[config.mk]
export PLATFORM = sky130hd
export DESIGN_NAME = http_header_field_parser
export DESIGN_NICKNAME = d
export VERILOG_FILES = /design/src/sv/hhfp_pkg.sv /design/src/sv/hhfp_decode.sv /design/src/sv/http_header_field_parser.sv
export SDC_FILE = /design/constraint.sdc
export NUM_CORES = 1
export LEC_CHECK = 0
export ABC_AREA = 1
export BUFFER_PORTS_ARGS = -buffer_cell sky130_fd_sc_hd__buf_4
export CORE_MARGIN = 4
export CORE_UTILIZATION = 45
export CTS_CLUSTER_DIAMETER = 80
export DETAILED_ROUTE_END_ITERATION = 16
export PLACE_DENSITY = 0.74
export SKIP_LAST_GASP = 1
export SLEW_MARGIN = 0
export SYNTH_ARGS = -nofsm -noshare
export SYNTH_HDL_FRONTEND = slang
export SYNTH_HIERARCHICAL = 1
export SYNTH_SLANG_ARGS = --single-unit
[constraint.sdc]
create_clock -name i_clk -period 2.2 [get_ports i_clk]
set_clock_uncertainty 0.15 [all_clocks]
set_input_delay 0.33 -clock i_clk [delete_from_list [all_inputs] [get_ports i_clk]]
set_output_delay 0.33 -clock i_clk [all_outputs]
set_load 0.005 [all_outputs]
[src/sv/hhfp_pkg.sv]
// Shared types and character constants for the HTTP header field parser.
// No dependencies.
package hhfp_pkg;

    localparam logic [7:0] CH_COLON = 8'h3A;
    localparam logic [7:0] CH_DASH  = 8'h2D;
    localparam logic [7:0] CH_UNDER = 8'h5F;
    localparam logic [7:0] CH_CR    = 8'h0D;
    localparam logic [7:0] CH_LF    = 8'h0A;
    localparam logic [7:0] CH_SPACE = 8'h20;

    typedef enum logic [2:0] {
        PH_NAME  = 3'd0,
        PH_SPACE = 3'd1,
        PH_VALUE = 3'd2,
        PH_AFTER = 3'd3,
        PH_DONE  = 3'd4,
        PH_ERROR = 3'd5
    } t_phase;

    typedef enum logic [2:0] {
        K_NAME      = 3'd0,
        K_NAME_END  = 3'd1,
        K_VALUE     = 3'd2,
        K_FIELD_END = 3'd3,
        K_DONE      = 3'd4,
        K_BODY      = 3'd5,
        K_INVALID   = 3'd6,
        K_SKIP      = 3'd7
    } t_kind;

    typedef struct packed {
        t_phase phase;
        logic   cr_after_field;
        logic   value_cr_held;
    } t_state;

    typedef struct packed {
        t_kind      kind;
        logic [7:0] data;
    } t_result;

    // One decode step: next state plus one or two results.
    typedef struct packed {
        t_state  next;
        t_result r0;
        t_result r1;
        logic    two;
    } t_step;

    localparam t_state STATE_RESET = '{phase: PH_NAME, cr_after_field: 1'b0,
                                       value_cr_held: 1'b0};

endpackage

[src/sv/hhfp_decode.sv]
// Per-byte decode of the header tagger: state and byte in, next state and results out.
// Depends on hhfp_pkg.
module hhfp_decode
    import hhfp_pkg::*;
(
    input  t_state     i_state,
    input  logic [7:0] i_byte,
    output t_step      o_step
);

    logic    w_name_char;
    t_result w_name_res;
    t_phase  w_name_phase;
    t_result w_val_res;
    t_phase  w_val_phase;
    logic    w_val_held;

    assign w_name_char = (i_byte >= 8'h30 && i_byte <= 8'h39) ||
                         (i_byte >= 8'h41 && i_byte <= 8'h5A) ||
                         (i_byte >= 8'h61 && i_byte <= 8'h7A) ||
                         (i_byte == CH_DASH) || (i_byte == CH_UNDER);

    // Name byte handling
    always_comb begin
        if (i_byte == CH_COLON) begin
            w_name_res   = '{kind: K_NAME_END, data: 8'h00};
            w_name_phase = PH_SPACE;
        end else if (w_name_char) begin
            w_name_res   = '{kind: K_NAME, data: i_byte};
            w_name_phase = PH_NAME;
        end else begin
            w_name_res   = '{kind: K_INVALID, data: 8'h00};
            w_name_phase = PH_ERROR;
        end
    end

    // Value byte handling with no CR pending
    always_comb begin
        w_val_held  = 1'b0;
        w_val_phase = PH_VALUE;
        if (i_byte == CH_CR) begin
            w_val_res  = '{kind: K_SKIP, data: 8'h00};
            w_val_held = 1'b1;
        end else if (i_byte == CH_LF) begin
            w_val_res   = '{kind: K_FIELD_END, data: 8'h00};
            w_val_phase = PH_AFTER;
        end else begin
            w_val_res = '{kind: K_VALUE, data: i_byte};
        end
    end

    always_comb begin
        o_step.next = i_state;
        o_step.r0   = '{kind: K_INVALID, data: 8'h00};
        o_step.r1   = '{kind: K_INVALID, data: 8'h00};
        o_step.two  = 1'b0;
        unique case (i_state.phase)
            PH_NAME: begin
                o_step.r0         = w_name_res;
                o_step.next.phase = w_name_phase;
            end
            PH_SPACE: begin
                if (i_byte == CH_SPACE) begin
                    o_step.r0 = '{kind: K_SKIP, data: 8'h00};
                end else begin
                    o_step.r0                 = w_val_res;
                    o_step.next.phase         = w_val_phase;
                    o_step.next.value_cr_held = w_val_held;
                end
            end
            PH_VALUE: begin
                if (i_state.value_cr_held && i_byte == CH_LF) begin
                    // CR LF: held CR dropped
                    o_step.r0                 = '{kind: K_FIELD_END, data: 8'h00};
                    o_step.next.phase         = PH_AFTER;
                    o_step.next.value_cr_held = 1'b0;
                end else if (i_state.value_cr_held) begin
                    // release the held CR, then handle this byte
                    o_step.two                = 1'b1;
                    o_step.r0                 = '{kind: K_VALUE, data: CH_CR};
                    o_step.r1                 = w_val_res;
                    o_step.next.phase         = w_val_phase;
                    o_step.next.value_cr_held = w_val_held;
                end else begin
                    o_step.r0                 = w_val_res;
                    o_step.next.phase         = w_val_phase;
                    o_step.next.value_cr_held = w_val_held;
                end
            end
            PH_AFTER: begin
                if (i_state.cr_after_field) begin
                    o_step.next.cr_after_field = 1'b0;
                    if (i_byte == CH_LF) begin
                        o_step.r0         = '{kind: K_DONE, data: 8'h00};
                        o_step.next.phase = PH_DONE;
                    end else begin
                        o_step.next.phase = PH_ERROR;
                    end
                end else if (i_byte == CH_CR) begin
                    o_step.next.cr_after_field = 1'b1;
                    o_step.r0                  = '{kind: K_SKIP, data: 8'h00};
                end else if (i_byte == CH_LF) begin
                    o_step.r0         = '{kind: K_DONE, data: 8'h00};
                    o_step.next.phase = PH_DONE;
                end else begin
                    o_step.r0         = w_name_res;
                    o_step.next.phase = w_name_phase;
                end
            end
            PH_DONE: begin
                o_step.r0 = '{kind: K_BODY, data: i_byte};
            end
            default: begin
                // error phase and unused codes
                o_step.next.phase = PH_ERROR;
            end
        endcase
    end

endmodule

[src/sv/http_header_field_parser.sv]
// HTTP header field parser top level: input register, byte decode, result register.
// A byte goes from the input register through the combinational decode into the result register.
// Throughput: one byte per cycle while the result channel is not stalled; a byte that releases
// a held value CR gives two results, and the next byte waits until the second is taken.
// Reset (i_rst_n low, synchronous) empties both registers and returns to the name phase.
// Depends on hhfp_pkg and hhfp_decode.
module http_header_field_parser
    import hhfp_pkg::*;
(
    input  logic       i_clk,
    input  logic       i_rst_n,
    // input channel
    input  logic       i_valid,
    output logic       o_stall,
    input  logic [7:0] i_data_byte,
    // result channel
    output logic       o_valid,
    input  logic       i_stall,
    output logic [2:0] o_item_kind,
    output logic [7:0] o_out_byte,
    output logic       o_last
);

    // input register
    logic       r_in_valid;
    logic [7:0] r_in_byte;

    // parser state
    t_state     r_state;

    // result register: first result shown, optional second queued behind it
    logic       r_out_valid;
    logic       r_pend;
    t_result    r_first;
    t_result    r_second;

    t_step      w_step;
    logic       w_out_take;
    logic       w_out_free;
    logic       w_move;
    logic       w_in_ready;

    hhfp_decode u_decode (
        .i_state (r_state),
        .i_byte  (r_in_byte),
        .o_step  (w_step)
    );

    // Result register frees up when empty, or when its last transaction leaves now.
    assign w_out_take = r_out_valid && !i_stall;
    assign w_out_free = !r_out_valid || (w_out_take && !r_pend);
    // State advances exactly when a decoded byte moves into the result register.
    assign w_move     = r_in_valid && w_out_free;
    assign w_in_ready = !r_in_valid || w_move;

    assign o_stall     = !w_in_ready;
    assign o_valid     = r_out_valid;
    assign o_item_kind = r_first.kind;
    assign o_out_byte  = r_first.data;
    assign o_last      = !r_pend;

    // control and parser state
    always_ff @(posedge i_clk) begin
        if (!i_rst_n) begin
            r_in_valid  <= 1'b0;
            r_out_valid <= 1'b0;
            r_pend      <= 1'b0;
            r_state     <= STATE_RESET;
        end else begin
            if (w_in_ready) begin
                r_in_valid <= i_valid;
            end
            if (w_move) begin
                r_state     <= w_step.next;
                r_out_valid <= 1'b1;
                r_pend      <= w_step.two;
            end else if (w_out_take) begin
                if (r_pend) begin
                    r_pend <= 1'b0;
                end else begin
                    r_out_valid <= 1'b0;
                end
            end
        end
    end

    // payload, no reset needed
    always_ff @(posedge i_clk) begin
        if (w_in_ready && i_valid) begin
            r_in_byte <= i_data_byte;
        end
        if (w_move) begin
            r_first  <= w_step.r0;
            r_second <= w_step.r1;
        end else if (w_out_take && r_pend) begin
            r_first <= r_second;
        end
    end

endmodule

# Yosys cells after proc, flatten, opt, wreduce, memory -nomap -nowiden
# Index checks and enable logic that the tools add are counted.
# totals
inputBits	12
regBits	38
# op_classes
n_lt_le_gt_ge	6
eq_ne	13
bitwise	3
n_reduce_logical	29
muxes	36
# op_table
operator	count
11-bit 2-to-1 mux	10
11-bit one-hot mux with 5 select lines	1
8-bit by 6-bit equality test with 1-bit output (second input constant)	3
3-bit 2-to-1 mux	7
8-bit by 4-bit equality test with 1-bit output (second input constant)	2
8-bit by 7-bit >= comparator with 1-bit output (second input constant)	2
8-bit by 7-bit <= comparator with 1-bit output (second input constant)	2
3-bit one-hot mux with 5 select lines	1
1-bit 2-to-1 mux	12
12-bit 2-to-1 mux	1
10-bit 2-to-1 mux	1
1-bit logical AND	9
9-bit 2-to-1 mux	1
8-bit by 7-bit equality test with 1-bit output (second input constant)	1
8-bit by 6-bit >= comparator with 1-bit output (second input constant)	1
8-bit by 6-bit <= comparator with 1-bit output (second input constant)	1
3-bit by 2-bit equality test with 1-bit output (second input constant)	2
1-bit logical OR	6
2-bit nonzero test	3
1-bit logical NOT	5
4-bit 2-to-1 mux	1
2-bit AND reduction	2
4-bit AND reduction	1
3-bit by 1-bit equality test with 1-bit output (second input constant)	1
9 further kinds	11

# Depth between registers and ports, before layout
# Gate-level depths: netlist (run 1).
# depth
ltp_word	13
depth_mapped	15
mapped_depth_nobuf	15

# Cells and area by module
# The synthesis (run 1) kept the hierarchy.
# by_module_without_submodules
module	seq_area_each_um2	area_each_um2	cells_per_inst	n_inst
http_header_field_parser	1061.0	1458.9	122	1
hhfp_decode	0.0	744.5	149	1

# Worst setup path after synthesis (run 1)
# No wires, ideal clock.
# synth_timing
kind	reg-to-reg
start	register r_in_byte[6]
end	register r_first, in the netlist o_out_byte[0], data pin
arrival_ns	1.390
required_time_ns	1.798
setup_time_ns	0.252
path_slack_ns	0.408
path_stages_with_launch	12
synth_period_minus_slack_ns	1.792
n_path_buf	0
cell_sequence	edfxtp_1 -> inv_1 -> nand2_2 -> nor2_2 -> nand2_4 -> nand2_1 -> a21oi_1 -> o21ai_0 -> nand2_1 -> nand3b_1 -> nand2_1 -> nand2_1
# synth_lines
item	line_no	text
from (decl)	http_header_field_parser.sv:26	logic [7:0] r_in_byte;
from (signal assigned)	http_header_field_parser.sv:90	r_in_byte <= i_data_byte;
to (signal assigned)	http_header_field_parser.sv:93	r_first <= w_step.r0;
to (signal assigned)	http_header_field_parser.sv:96	r_first <= r_second;
to (decl)	http_header_field_parser.sv:34	t_result r_first;

==> results of run 1 <==
[Yosys cell counts, types with 3 or more instances]
| cell type | count | area [um2] |
|---|---|---|
| sky130_fd_sc_hd__nand2_1 | 82 | 308 |
| sky130_fd_sc_hd__nand2_4 | 4 | 45.0 |
| sky130_fd_sc_hd__nand4_1 | 4 | 25.0 |
| sky130_fd_sc_hd__nor2_1 | 26 | 97.6 |
| sky130_fd_sc_hd__edfxtp_1 | 30 | 901 |
| sky130_fd_sc_hd__inv_4 | 3 | 18.8 |
| sky130_fd_sc_hd__o21ai_0 | 5 | 25.0 |
| sky130_fd_sc_hd__nand2_2 | 5 | 31.3 |
| sky130_fd_sc_hd__inv_2 | 5 | 18.8 |
| sky130_fd_sc_hd__nand3_1 | 24 | 120 |
| sky130_fd_sc_hd__nor3_1 | 3 | 15.0 |
| sky130_fd_sc_hd__nand3_2 | 3 | 30.0 |
| sky130_fd_sc_hd__inv_1 | 30 | 113 |
| sky130_fd_sc_hd__dfxtp_1 | 8 | 160 |
| sky130_fd_sc_hd__a21oi_1 | 15 | 75.1 |
[layout make-up]
type                    count  area [um2]  area share
flip-flops and latches     38        1060       0.410
multi-input cells         189         935       0.362
repair buffers             29         218      0.0842
inverters                  38         150      0.0581
well taps                  67        83.8      0.0324
clock buffers               5        68.8      0.0266
clock inverters             3        68.8      0.0266
[cells in the final DEF (no fill, tap or decap), drive strengths merged, types with 2 or more instances in the layout]
master,count
bufinv,2
nand3,28
edfxtp,30
a31oi,2
o21ai,8
nor2,29
clkbuf,5
dfxtp,8
inv,38
a21oi,16
nand4,4
nand2,91
nor3,5
buf,29
[routing by layer]
layer / wire [um] / vias up
met4: 81 / 0
li1: - / 948
met2: 2030 / 55
met5: 0 / -
met3: 254 / 8
met1: 1880 / 805
[power by group through the flow]
stage / Combinational, uW / Clock, uW / Sequential, uW
finish: 272 / 709 / 852
global placement: 270 / 0 / 867
floorplan: 199 / 0 / 863
global route: 311 / 765 / 859
CTS: 272 / 720 / 852
detailed placement: 270 / 0 / 869
[sequential cells by signal, summed over array words and instances (netlist names)]
name / count
o_out_byte: 8
r_second: 11
r_in_valid: 1
o_item_kind: 3
r_in_byte: 8
r_pend: 1
o_valid: 1
r_state: 5
[worst register-to-register path, stage by stage, from the launching register on]
cell,delay (ns)
sky130_fd_sc_hd__edfxtp_1,0.46
sky130_fd_sc_hd__inv_1,0.12
sky130_fd_sc_hd__nand2_2,0.07
sky130_fd_sc_hd__nor2_2,0.24
sky130_fd_sc_hd__nand2_4,0.14
sky130_fd_sc_hd__nand2_1,0.10
sky130_fd_sc_hd__a21oi_1,0.06
sky130_fd_sc_hd__o21ai_0,0.09
sky130_fd_sc_hd__nand2_1,0.06
sky130_fd_sc_hd__nand3b_1,0.15
sky130_fd_sc_hd__nand2_1,0.08
sky130_fd_sc_hd__nand2_1,0.05
[how the worst min path moves through the flow]
stage	to	slack [ns]	start
after floorplan	r_in_byte[0]$_DFFE_PP_	0.28	i_data_byte[0]
after CTS	r_in_byte[4]$_DFFE_PP_	0.05	i_data_byte[4]
after global placement	r_state[1]$_SDFFE_PN0N_	0.32	r_state[1]$_SDFFE_PN0N_
after detailed placement	r_state[1]$_SDFFE_PN0N_	0.34	r_state[1]$_SDFFE_PN0N_
after global routing	r_in_byte[1]$_DFFE_PP_	0.04	i_data_byte[1]
final	r_in_byte[7]$_DFFE_PP_	0.06	i_data_byte[7]
[kinds of logic after synthesis]
kind of cell | Yosys count | share of synthesized area
compound gates | 30 | 0.0823
buf+inv | 44 | 0.0954
flops | 38 | 0.482
other cells | 1 | 0.00170
simple gates | 158 | 0.339
[stage by stage]
| step | std cells | total power [uW] | hold WS, ns | utilization |
|---|---|---|---|---|
| 3_3_place_gp | 361 | 1140 | 0.317 | 0.518 |
| 5_1_grt | 369 | 1930 | 0.0438 | 0.547 |
| 2_1_floorplan | 271 | 1060 | 0.279 | - |
| 3_5_place_dp | 361 | 1140 | 0.343 | 0.518 |
| 6_report | 369 | 1830 | 0.0594 | 0.547 |
| 4_1_cts | 369 | 1840 | 0.0545 | 0.547 |
==> impl_summary.log, run 1 <==
INFO  metric nFillCells = 432
INFO  metric io-pin-count = 26
INFO  metric synth.lib_cells_used.distinct = 35
INFO  metric detailedPlace.worstSlack = 0.232 ns
INFO  metric rsz0062_at_grt = false
INFO  metric cts_hold_buf = 0
INFO  metric power.clock.fraction = 0.387
INFO  metric ys_ff_latch = 38
INFO  metric gr-total-overflow = 0
INFO  metric wl = 4250 um
INFO  metric via_count_of_the_first_global_routing_pass = 1,703
INFO  metric worst_skew_pair.late_latency = 0.29 ns
INFO  metric antenna_cells = 0
INFO  metric path_max_fanout = 9
INFO  metric status = completed
INFO  metric cp_data_arrival_time = 1.91 ns
INFO  metric dieArea = 0.00608 mm2
INFO  metric worst-setup-path-type = flop to flop
INFO  metric peakVddDrop = 0.276 mV
INFO  metric cts_inserted_buffers = 5
INFO  metric max_freq = 0.499 GHz
INFO  metric endpoint_kind = flop
INFO  metric dpl_wire_length = 3220 um
INFO  metric regToRegEndpoint = o_out_byte[0]$_DFFE_PP_
INFO  metric drive_above_1_share = 0.222
INFO  metric intPower = 1380 uW
INFO  metric final_critical_path_setup_slack = 0.196 ns
INFO  metric crit_family = simple AND/OR/NAND/NOR gates
INFO  metric yosys_warnings = 6
INFO  metric worst_setup_path_start_kind = flop
INFO  metric async_flop_share = 0
INFO  metric timing.critical_path.buf_inv = 1
INFO  metric clkSinkCount = 38
INFO  metric min-delay-path-class = input port to flop
INFO  metric critPathMaxStageDelay = 0.46 ns
INFO  metric timing.critical_path.to = o_out_byte[0]$_DFFE_PP_
INFO  metric routed-via-count = 1,816
INFO  metric min_path_cells = 1
INFO  metric drt-initial-drc-count = 101
INFO  metric placedInstanceArea = 0.00244 mm2
INFO  metric drt_drc_violations_left = 0
INFO  metric grt_max_degree = 23
INFO  metric finalInstanceArea = 0.00258 mm2
INFO  metric timing.reg2reg.setup_slack = 0.20 ns
INFO  metric rows = 25
INFO  metric tritoncts = done
INFO  metric htreeDepth = 2
INFO  metric startpoint = r_in_byte[6]$_DFFE_PP_
INFO  metric firstDrtPassIters = 4
INFO  metric power.density_cell_area = 709 mW/mm2
INFO  metric setup_viol_count_final = 0
INFO  metric global_route_wire_length_before_repair = 7360 um
INFO  metric die_x = 78.0 um
INFO  metric worstRegToRegCells = 11
INFO  metric groute.layer.met3.usage = 0.0348
INFO  metric place.gp.congestion = 0.918
INFO  metric layout_worst_path_cycle_share = 0.911
INFO  metric power.leakage = 0.00123 uW
INFO  metric grt_antenna_before_repair = 0
INFO  metric switching_power = 453 uW
INFO  metric maximum_root_to_sink_buffer_count = 2
INFO  metric timing.rr.start = r_in_byte[6]$_DFFE_PP_
INFO  metric pwr-share-comb = 0.148
INFO  metric num-nets-final = 313
INFO  metric postSynthCellCount = 271
INFO  metric core-area = 0.00472 mm2
INFO  metric clk_root_buffer_cell = sky130_fd_sc_hd__clkbuf_8
INFO  metric area_growth = 17.3%
INFO  metric grt_use_total = 0.152
INFO  metric swShare = 0.247
INFO  metric floorplan.die.height = 78.0 um
INFO  metric clk_pin_slew = 0.08 ns
INFO  metric timing_hold_violations_final = 0
INFO  metric count_of_flip_flops_with_a_built_in_enable_after_synthesis = 30
INFO  metric crit_required = 2.10 ns
INFO  metric seq_power_share = 0.465
INFO  metric globalRoute.busiestLayer = met2
INFO  metric postSynth.topFlopCell = sky130_fd_sc_hd__edfxtp_1
INFO  metric finalWorstPathRequiredPeriod = 2.00 ns
INFO  metric yosysSeqAreaShare = 0.482
INFO  metric grt_util_met2 = 0.259
INFO  metric max_cap_viol_count = 0
INFO  metric drt-wirelength-per-cell = 11.5 um
INFO  metric timing.critical_path.mode_cell = sky130_fd_sc_hd__nand2_1
INFO  metric cts_setup_buffers = 0
INFO  metric initial_utilization = 0.466
INFO  metric crit_path_cell_count = 11
INFO  metric synthesis.area = 0.00220 mm2
INFO  metric port_bufs = 25
INFO  metric ctsResizeCount = 0
INFO  metric crit_slowest_cell = sky130_fd_sc_hd__edfxtp_1
INFO  metric synth.net_count = 283
INFO  metric grt.met1_usage = 0.183
INFO  metric post_drt_via_cell_ratio = 4.92
INFO  metric maxSlewViolCount = 0
INFO  metric avgSynthCellArea = 8.13 um2
INFO  metric cp_cell_sequence = inv_1 > nand2_2 > nor2_2 > nand2_4 > nand2_1 > a21oi_1 > o21ai_0 > nand2_1 > nand3b_1 > nand2_1 > nand2_1
INFO  metric antenna_violating_nets_post_route = 0
INFO  metric setup-tns-final = 0 ns
(Power assumes the default switching activity.)
==> run 2, diff against run 1 <==
--- a/config.mk
+++ b/config.mk
@@ -7,11 +7,12 @@
 export LEC_CHECK = 0
 export ABC_AREA = 1
 export BUFFER_PORTS_ARGS = -buffer_cell sky130_fd_sc_hd__buf_4
+export CORE_ASPECT_RATIO = 0.7
 export CORE_MARGIN = 4
 export CORE_UTILIZATION = 45
 export CTS_CLUSTER_DIAMETER = 80
 export DETAILED_ROUTE_END_ITERATION = 16
-export PLACE_DENSITY = 0.74
+export PLACE_DENSITY = 0.67
 export SKIP_LAST_GASP = 1
 export SLEW_MARGIN = 0
 export SYNTH_ARGS = -nofsm -noshare
==> constraint.sdc (replaced) <==
create_clock -name i_clk -period 1.7 [get_ports i_clk]
set_clock_uncertainty 0.15 [all_clocks]
set_input_delay 0.255 -clock i_clk [delete_from_list [all_inputs] [get_ports i_clk]]
set_output_delay 0.255 -clock i_clk [all_outputs]
set_load 0.005 [all_outputs]
==> run 2 against run 1 <==
The run now ends with negative setup slack left. Sequential share of layout area is 6.8 points lower. Non-clock buffer count is 53 higher. Fmax is 3.4% higher. Worst setup slack got worse by 0.43 ns. Power grew 23%. Count of clock-buffer cells in the layout rose by 1. Combinational power up 86%. Largest power group unchanged. Highest routed layer unchanged.
==> impl_summary.log, run 2 (synthesized netlist as in run 1, its figures left out) <==
INFO  metric drt-initial-drc-count = 128 (+27%)
INFO  metric top_register = r_second
INFO  metric worst-setup-path-type = flop to flop
INFO  metric tritoncts = done
INFO  metric routed-via-count = 1,998 (+10%)
INFO  metric firstDrtPassIters = 4 (unchanged)
INFO  metric grt_antenna_before_repair = 0 (unchanged)
INFO  metric gr-total-overflow = 0 (unchanged)
INFO  metric post_drt_via_cell_ratio = 4.75 (-3.6%)
INFO  metric io-pin-count = 26 (unchanged)
INFO  metric drt_drc_violations_left = 0 (unchanged)
INFO  metric most-common-layout-cells = 75 x sky130_fd_sc_hd__nand2_1, 69 x sky130_fd_sc_hd__buf_4, 30 x sky130_fd_sc_hd__edfxtp_1
INFO  metric critPathMaxStageDelay = 0.40 ns (-0.06 ns)
INFO  metric power.leakage = 0.00146 uW (+19%)
INFO  metric timing_hold_violations_final = 0 (unchanged)
INFO  metric fin_cells = 421 (+14%)
INFO  metric rsz0062_at_grt = true
INFO  metric drt-wirelength-per-cell = 12.5 um (+8.6%)
INFO  metric min-delay-path-class = input port to flop
INFO  metric grt_use_total = 0.181 (+0.0292)
INFO  metric clk_root_buffer_cell = sky130_fd_sc_hd__clkbuf_8
INFO  metric violations = negative setup slack
INFO  metric layout_worst_path_cycle_share = 1.14 (+0.229)
INFO  metric worst_skew_pair.late_latency = 0.29 ns (about the same)
INFO  metric cp_cell_sequence = buf_6 > nor2_4 > o21bai_4 > nand2_1 > nand2_1 > nand2_2 > nand4_1 > nand2_2 > nor2_2 > nand2_1 > nand2_1 > nand2_1
INFO  metric end_point_of_the_worst_hold_path = r_in_valid$_SDFFE_PN0N_
INFO  metric peakVddDrop = 0.586 mV (+110%)
INFO  metric drive_above_1_share = 0.400 (+0.178)
INFO  metric grt_max_degree = 23 (unchanged)
INFO  metric cts_inserted_buffers = 5 (unchanged)
INFO  metric htreeDepth = 2 (unchanged)
INFO  metric maximum_root_to_sink_buffer_count = 2 (unchanged)
INFO  metric path_max_fanout = 5 (-4)
INFO  metric hp-start = i_valid
INFO  metric finalPower = 2260 uW (+23%)
INFO  metric initial_utilization = 0.486 (+0.0200)
INFO  metric layout.core_utilization = 0.685 (+0.138)
INFO  metric layout.cells.most_common = sky130_fd_sc_hd__nand2_1
INFO  metric dieArea = 0.00610 mm2 (+0.29%)
INFO  metric port_bufs = 25 (unchanged)
INFO  metric global_route_wire_length_before_repair = 8650 um (+17%)
INFO  metric crit_slowest_cell = sky130_fd_sc_hd__edfxtp_1
INFO  metric endpoint_kind = flop
INFO  metric area_growth = 40.8%
INFO  metric status = finished with violations
INFO  metric setup_viol_count_final = 25 (+25)
INFO  metric num-nets-final = 366 (+17%)
INFO  metric cp_data_arrival_time = 1.85 ns (-0.06 ns)
INFO  metric dpl_wire_length = 3780 um (+17%)
INFO  metric final_critical_path_setup_slack = -0.238 ns (-0.434 ns)
INFO  metric worst_setup_path_start_kind = flop
INFO  metric clkSinkCount = 38 (unchanged)
INFO  metric max_cap_viol_count = 0 (unchanged)
INFO  metric min_path_cells = 3 (+2)
INFO  metric rows = 20 (-20%)
INFO  metric timing.reg2reg.setup_slack = -0.24 ns (-0.43 ns)
INFO  metric worstRegToRegCells = 12 (+1)
INFO  metric core-area = 0.00453 mm2 (-4.1%)
INFO  metric finalWorstPathRequiredPeriod = 1.94 ns (-0.0662 ns)
INFO  metric place.gp.congestion = 0.974 (+6.1%)
INFO  metric crit_required = 1.61 ns (-0.49 ns)
INFO  metric finalInstanceArea = 0.00310 mm2 (+20%)
INFO  metric via_count_of_the_first_global_routing_pass = 1,849 (+8.6%)
INFO  metric regToRegEndpoint = o_item_kind[2]$_DFFE_PP_
INFO  metric max_freq = 0.516 GHz (+3.4%)
INFO  metric timing.rr.start = r_in_byte[2]$_DFFE_PP_
INFO  metric antenna_violating_nets_post_route = 0 (unchanged)
INFO  metric wl = 5260 um (+24%)
INFO  metric power.density_cell_area = 728 mW/mm2 (+2.6%)
INFO  metric timing.critical_path.mode_cell = sky130_fd_sc_hd__nand2_1
INFO  metric floorplan.die.height = 66.5 um (-15%)
INFO  metric max_reg_flops = 11 (unchanged)
INFO  metric numPlacedInstances = 393 (+8.9%)
INFO  metric antenna_cells = 0 (unchanged)
INFO  metric maxSlewViolCount = 0 (unchanged)
INFO  metric die_x = 91.6 um (+18%)
INFO  metric clk_pin_slew = 0.08 ns (about the same)
INFO  metric placedInstanceArea = 0.00271 mm2 (+11%)
[run 2: stage by stage]
stage	hold slack (ns)	setup WS [ns]	setup TNS, ns
2_1_floorplan	0.204	-0.00731	-0.0189
6_report	0.0676	-0.238	-2.94
4_1_cts	0.0578	-0.165	-1.71
3_3_place_gp	0.283	-0.173	-1.34
5_1_grt	0.0785	-0.352	-5.89
3_5_place_dp	0.284	-0.191	-1.90
[run 2: critical path: cells and delay by family, from the launching register on]
| kind | cells | cell delay, ns |
|---|---|---|
| AND/OR/NAND/NOR | 10 | 0.86 |
| flip-flops | 1 | 0.40 |
| buffers and inverters | 1 | 0.14 |
| AO/OA/AOI/OAI | 1 | 0.14 |
[run 2: layout make-up]
type | count | area (um2)
Fill cell | 367 | 1430
Sequential cell | 38 | 1060
Multi-Input combinational cell | 189 | 1050
Timing Repair Buffer | 82 | 658
Inverter | 38 | 153
Clock buffer | 6 | 82.6
Tap cell | 66 | 82.6
Clock inverter | 2 | 12.5
[run 2: how the worst max path moves through the flow]
stage,end,slack [ns],cells after the start,startpoint
floorplan,o_out_byte[3]$_DFFE_PP_,-0.007,10,r_in_byte[0]$_DFFE_PP_
global placement,o_item_kind[2]$_DFFE_PP_,-0.17,10,r_in_byte[2]$_DFFE_PP_
detailed placement,o_item_kind[2]$_DFFE_PP_,-0.19,10,r_in_byte[2]$_DFFE_PP_
CTS,o_out_byte[6]$_DFFE_PP_,-0.16,13,r_in_byte[2]$_DFFE_PP_
global route,o_item_kind[2]$_DFFE_PP_,-0.35,12,r_in_byte[2]$_DFFE_PP_
finish,o_item_kind[2]$_DFFE_PP_,-0.24,12,r_in_byte[2]$_DFFE_PP_
[run 2: power breakdown]
| group | leakage [uW] | internal [uW] | switching, uW | total, uW |
|---|---|---|---|---|
| Sequential | 0.000345 | 1060 | 35.6 | 1100 |
| Combinational | 0.00107 | 228 | 277 | 505 |
| Clock | 0.0000472 | 326 | 329 | 655 |
[run 2: routing by layer]
| layer | vias up | part of all wire | GRT usage |
|---|---|---|---|
| li1 | 1047 | - | - |
| met1 | 887 | 0.50 | 0.262 |
| met2 | 57 | 0.42 | 0.260 |
| met3 | 7 | 0.069 | 0.0519 |
| met4 | 0 | 0.011 | 0.0526 |
| met5 | - | 0 | 0 |
[run 2: repair_timing]
action,in CTS,in global routing
gates resized for setup,9,26
endpoints found under the hold margin,8,0
buffers inserted,8,5
pin swaps,7,15
hold buffers,8,0
setup endpoints to repair,24,26
==> run 3, diff against run 2 <==
--- a/config.mk
+++ b/config.mk
@@ -6,7 +6,7 @@
 export NUM_CORES = 1
 export LEC_CHECK = 0
 export ABC_AREA = 1
-export BUFFER_PORTS_ARGS = -buffer_cell sky130_fd_sc_hd__buf_4
+export BUFFER_PORTS_ARGS = -buffer_cell sky130_fd_sc_hd__buf_2
 export CORE_ASPECT_RATIO = 0.7
 export CORE_MARGIN = 4
 export CORE_UTILIZATION = 45
==> run 3 against run 2 <==
The flow still finishes with violations (negative setup slack). Critical path depth is 2 lower. Global-route usage is 0.51 points higher. Sequential power hardly changed. Sequential share of layout area is 0.92 points higher. Power is 5.0% higher. Core utilization is 1.9 points lower. Non-clock buffer count is 3 lower. Largest power group unchanged. Count of clock-buffer cells in the layout is 1 higher. Cell area is 2.7% lower. Die area stayed put. Routed wire length hardly changed. Worst hold slack worse by 0.0072 ns.
==> impl_summary.log, run 3 (synthesized netlist as in run 1, its figures left out) <==
INFO  metric rows = 20 (unchanged)
INFO  metric hp-start = i_valid
INFO  metric endpoint_kind = flop
INFO  metric top_register = r_second
INFO  metric clk_root_buffer_cell = sky130_fd_sc_hd__clkbuf_8
INFO  metric num-nets-final = 363 (-0.82%)
INFO  metric timing_hold_violations_final = 0 (unchanged)
INFO  metric max_freq = 0.525 GHz (+1.7%)
INFO  metric port_bufs = 25 (unchanged)
INFO  metric path_max_fanout = 7 (+2)
INFO  metric crit_family = simple AND/OR/NAND/NOR gates
INFO  metric regToRegEndpoint = o_out_byte[3]$_DFFE_PP_
INFO  metric final_critical_path_setup_slack = -0.205 ns (+0.0331 ns)
INFO  metric worst_setup_path_start_kind = flop
INFO  metric fin_worst_hold_slack = 0.0604 ns (-0.00722 ns)
INFO  metric clkSinkCount = 38 (unchanged)
INFO  metric peakVddDrop = 0.777 mV (+33%)
INFO  metric antenna_cells = 0 (unchanged)
INFO  metric setup_viol_count_final = 23 (-8.0%)
INFO  metric global_route_wire_length_before_repair = 8920 um (+3.2%)
INFO  metric numPlacedInstances = 393 (unchanged)
INFO  metric crit_required = 1.60 ns (about the same)
INFO  metric worst_skew_pair.late_latency = 0.29 ns (about the same)
INFO  metric finalWorstPathRequiredPeriod = 1.90 ns (-0.0331 ns)
INFO  metric placedInstanceArea = 0.00265 mm2 (-2.3%)
INFO  metric via_count_of_the_first_global_routing_pass = 1,874 (+1.4%)
INFO  metric routed-via-count = 1,984 (-0.70%)
INFO  metric power.density_cell_area = 786 mW/mm2 (+7.9%)
INFO  metric power.leakage = 0.00144 uW (-1.4%)
INFO  metric dieArea = 0.00610 mm2 (unchanged)
INFO  metric finalPower = 2370 uW (+5.0%)
INFO  metric drive_above_1_share = 0.381 (-0.0193)
INFO  metric most-common-layout-cells = 76 x sky130_fd_sc_hd__nand2_1, 42 x sky130_fd_sc_hd__buf_4, 30 x sky130_fd_sc_hd__edfxtp_1
INFO  metric end_point_of_the_worst_hold_path = r_in_valid$_SDFFE_PN0N_
INFO  metric firstDrtPassIters = 4 (unchanged)
INFO  metric rsz0062_at_grt = true
INFO  metric wl = 5260 um (about the same)
INFO  metric finalInstanceArea = 0.00302 mm2 (-2.7%)
INFO  metric clk_pin_slew = 0.07 ns (about the same)
INFO  metric worst-setup-path-type = flop to flop
INFO  metric grt_antenna_before_repair = 0 (unchanged)
INFO  metric max_reg_flops = 11 (unchanged)
INFO  metric cp_cell_sequence = buf_4 > nand3_2 > nor2_2 > nand2_4 > nand3_1 > nor2_1 > a21oi_1 > nand3_1 > nand2_1 > nand2_1
INFO  metric floorplan.die.height = 66.5 um (unchanged)
INFO  metric crit_slowest_cell = sky130_fd_sc_hd__edfxtp_1
INFO  metric io-pin-count = 26 (unchanged)
INFO  metric maxSlewViolCount = 0 (unchanged)
INFO  metric drt-wirelength-per-cell = 12.6 um (+0.64%)
INFO  metric nFillCells = 376 (+2.5%)
INFO  metric antenna_violating_nets_post_route = 0 (unchanged)
INFO  metric htreeDepth = 2 (unchanged)
INFO  metric grt_use_total = 0.186 (+0.00508)
INFO  metric tritoncts = done
INFO  metric cp_data_arrival_time = 1.81 ns (-0.04 ns)
INFO  metric detailedPlace.worstSlack = -0.199 ns (-0.00853 ns)
INFO  metric min_path_cells = 3 (unchanged)
INFO  metric timing.reg2reg.setup_slack = -0.20 ns (+0.03 ns)
INFO  metric drt-initial-drc-count = 162 (+27%)
INFO  metric core-area = 0.00453 mm2 (unchanged)
INFO  metric place.gp.congestion = 0.934 (-4.1%)
INFO  metric post_drt_via_cell_ratio = 4.75 (about the same)
INFO  metric area_growth = 37.0%
INFO  metric min-delay-path-class = input port to flop
INFO  metric layout_worst_path_cycle_share = 1.12 (-0.0195)
INFO  metric critPathMaxStageDelay = 0.42 ns (+0.02 ns)
INFO  metric fin_cells = 418 (-0.71%)
INFO  metric status = finished with violations
INFO  metric cts_inserted_buffers = 5 (unchanged)
INFO  metric initial_utilization = 0.486 (unchanged)
INFO  metric grt_max_degree = 23 (unchanged)
INFO  metric timing.critical_path.buf_inv = 1 (unchanged)
INFO  metric drt_drc_violations_left = 0 (unchanged)
INFO  metric timing.rr.start = r_in_byte[0]$_DFFE_PP_
INFO  metric max_cap_viol_count = 0 (unchanged)
INFO  metric maximum_root_to_sink_buffer_count = 2 (unchanged)
INFO  metric violations = negative setup slack
INFO  metric worstRegToRegCells = 10 (-2)
INFO  metric layout.cells.most_common = sky130_fd_sc_hd__nand2_1
INFO  metric dpl_wire_length = 3790 um (+0.24%)
INFO  metric die_x = 91.6 um (unchanged)
INFO  metric gr-total-overflow = 0 (unchanged)
## run 3: cell types whose count changed in the layout (fill, tap and decap cells not counted), moves of 2 or more
cell,change
sky130_fd_sc_hd__nor2_4,+3
sky130_fd_sc_hd__nor2_2,-3
sky130_fd_sc_hd__nand3_2,+3
sky130_fd_sc_hd__nand3_1,-2
sky130_fd_sc_hd__buf_2,+25
sky130_fd_sc_hd__a31oi_2,-2
sky130_fd_sc_hd__a31oi_1,+2
sky130_fd_sc_hd__buf_4,-27
## run 3: where the power goes
| part | total (uW) | leakage (uW) | switching (uW) | internal [uW] |
|---|---|---|---|---|
| Sequential | 1100 | 0.000345 | 36.2 | 1060 |
| Combinational | 475 | 0.00104 | 269 | 206 |
| Clock | 797 | 0.0000585 | 318 | 478 |
| Total | 2370 | 0.00144 | 624 | 1750 |
## run 3: final cells by class
class                   count  area, um2  share of cell area
well taps                  66       82.6              0.0274
inverters                  38        153              0.0506
clock inverters             1       30.0             0.00995
clock buffers               7       86.3              0.0286
repair buffers             79        569               0.189
multi-input cells         189       1040               0.343
flip-flops and latches     38       1060               0.352
## run 3: worst reg2reg max path, cell delays in order (launching register included)
cell and delay (ns):
sky130_fd_sc_hd__edfxtp_1 0.42, sky130_fd_sc_hd__buf_4 0.14, sky130_fd_sc_hd__nand3_2 0.07, sky130_fd_sc_hd__nor2_2 0.19
sky130_fd_sc_hd__nand2_4 0.13, sky130_fd_sc_hd__nand3_1 0.14, sky130_fd_sc_hd__nor2_1 0.06, sky130_fd_sc_hd__a21oi_1 0.15
sky130_fd_sc_hd__nand3_1 0.11, sky130_fd_sc_hd__nand2_1 0.08, sky130_fd_sc_hd__nand2_1 0.05
## run 3: through the flow
stage / setup TNS (ns) / util
detailed placement: -2.07 / 0.585
floorplan: -0.0189 / -
global route: -5.03 / 0.666
finish: -2.49 / 0.666
CTS: -1.85 / 0.644
global placement: -1.84 / 0.585
## run 3: repair_timing
item | in CTS | in global routing
endpoints found under the setup margin | 25 | 25
hold buffers | 8 | 0
buffers inserted | 6 | 4
resized for setup | 11 | 21
pin swaps | 9 | 9
endpoints found under the hold margin | 8 | 0
gates cloned | 0 | 0
## run 3: per-layer routing
layer	share of wire	up-vias	track usage
met5	0	-	0
met4	0.0087	0	0.0432
met3	0.080	8	0.0474
met2	0.42	56	0.274
met1	0.49	878	0.273
li1	-	1042	-
## run 3: worst max-delay path by stage
stage,start,slack (ns),end,depth (start not counted)
final,r_in_byte[0]$_DFFE_PP_,-0.20,o_out_byte[3]$_DFFE_PP_,10
after CTS,r_in_byte[2]$_DFFE_PP_,-0.18,o_item_kind[2]$_DFFE_PP_,10
after detailed placement,r_in_byte[2]$_DFFE_PP_,-0.20,o_item_kind[2]$_DFFE_PP_,10
after global placement,r_in_byte[1]$_DFFE_PP_,-0.20,o_out_byte[3]$_DFFE_PP_,10
after floorplan,r_in_byte[0]$_DFFE_PP_,-0.007,o_out_byte[3]$_DFFE_PP_,10
after global routing,r_in_byte[4]$_DFFE_PP_,-0.38,o_out_byte[3]$_DFFE_PP_,10
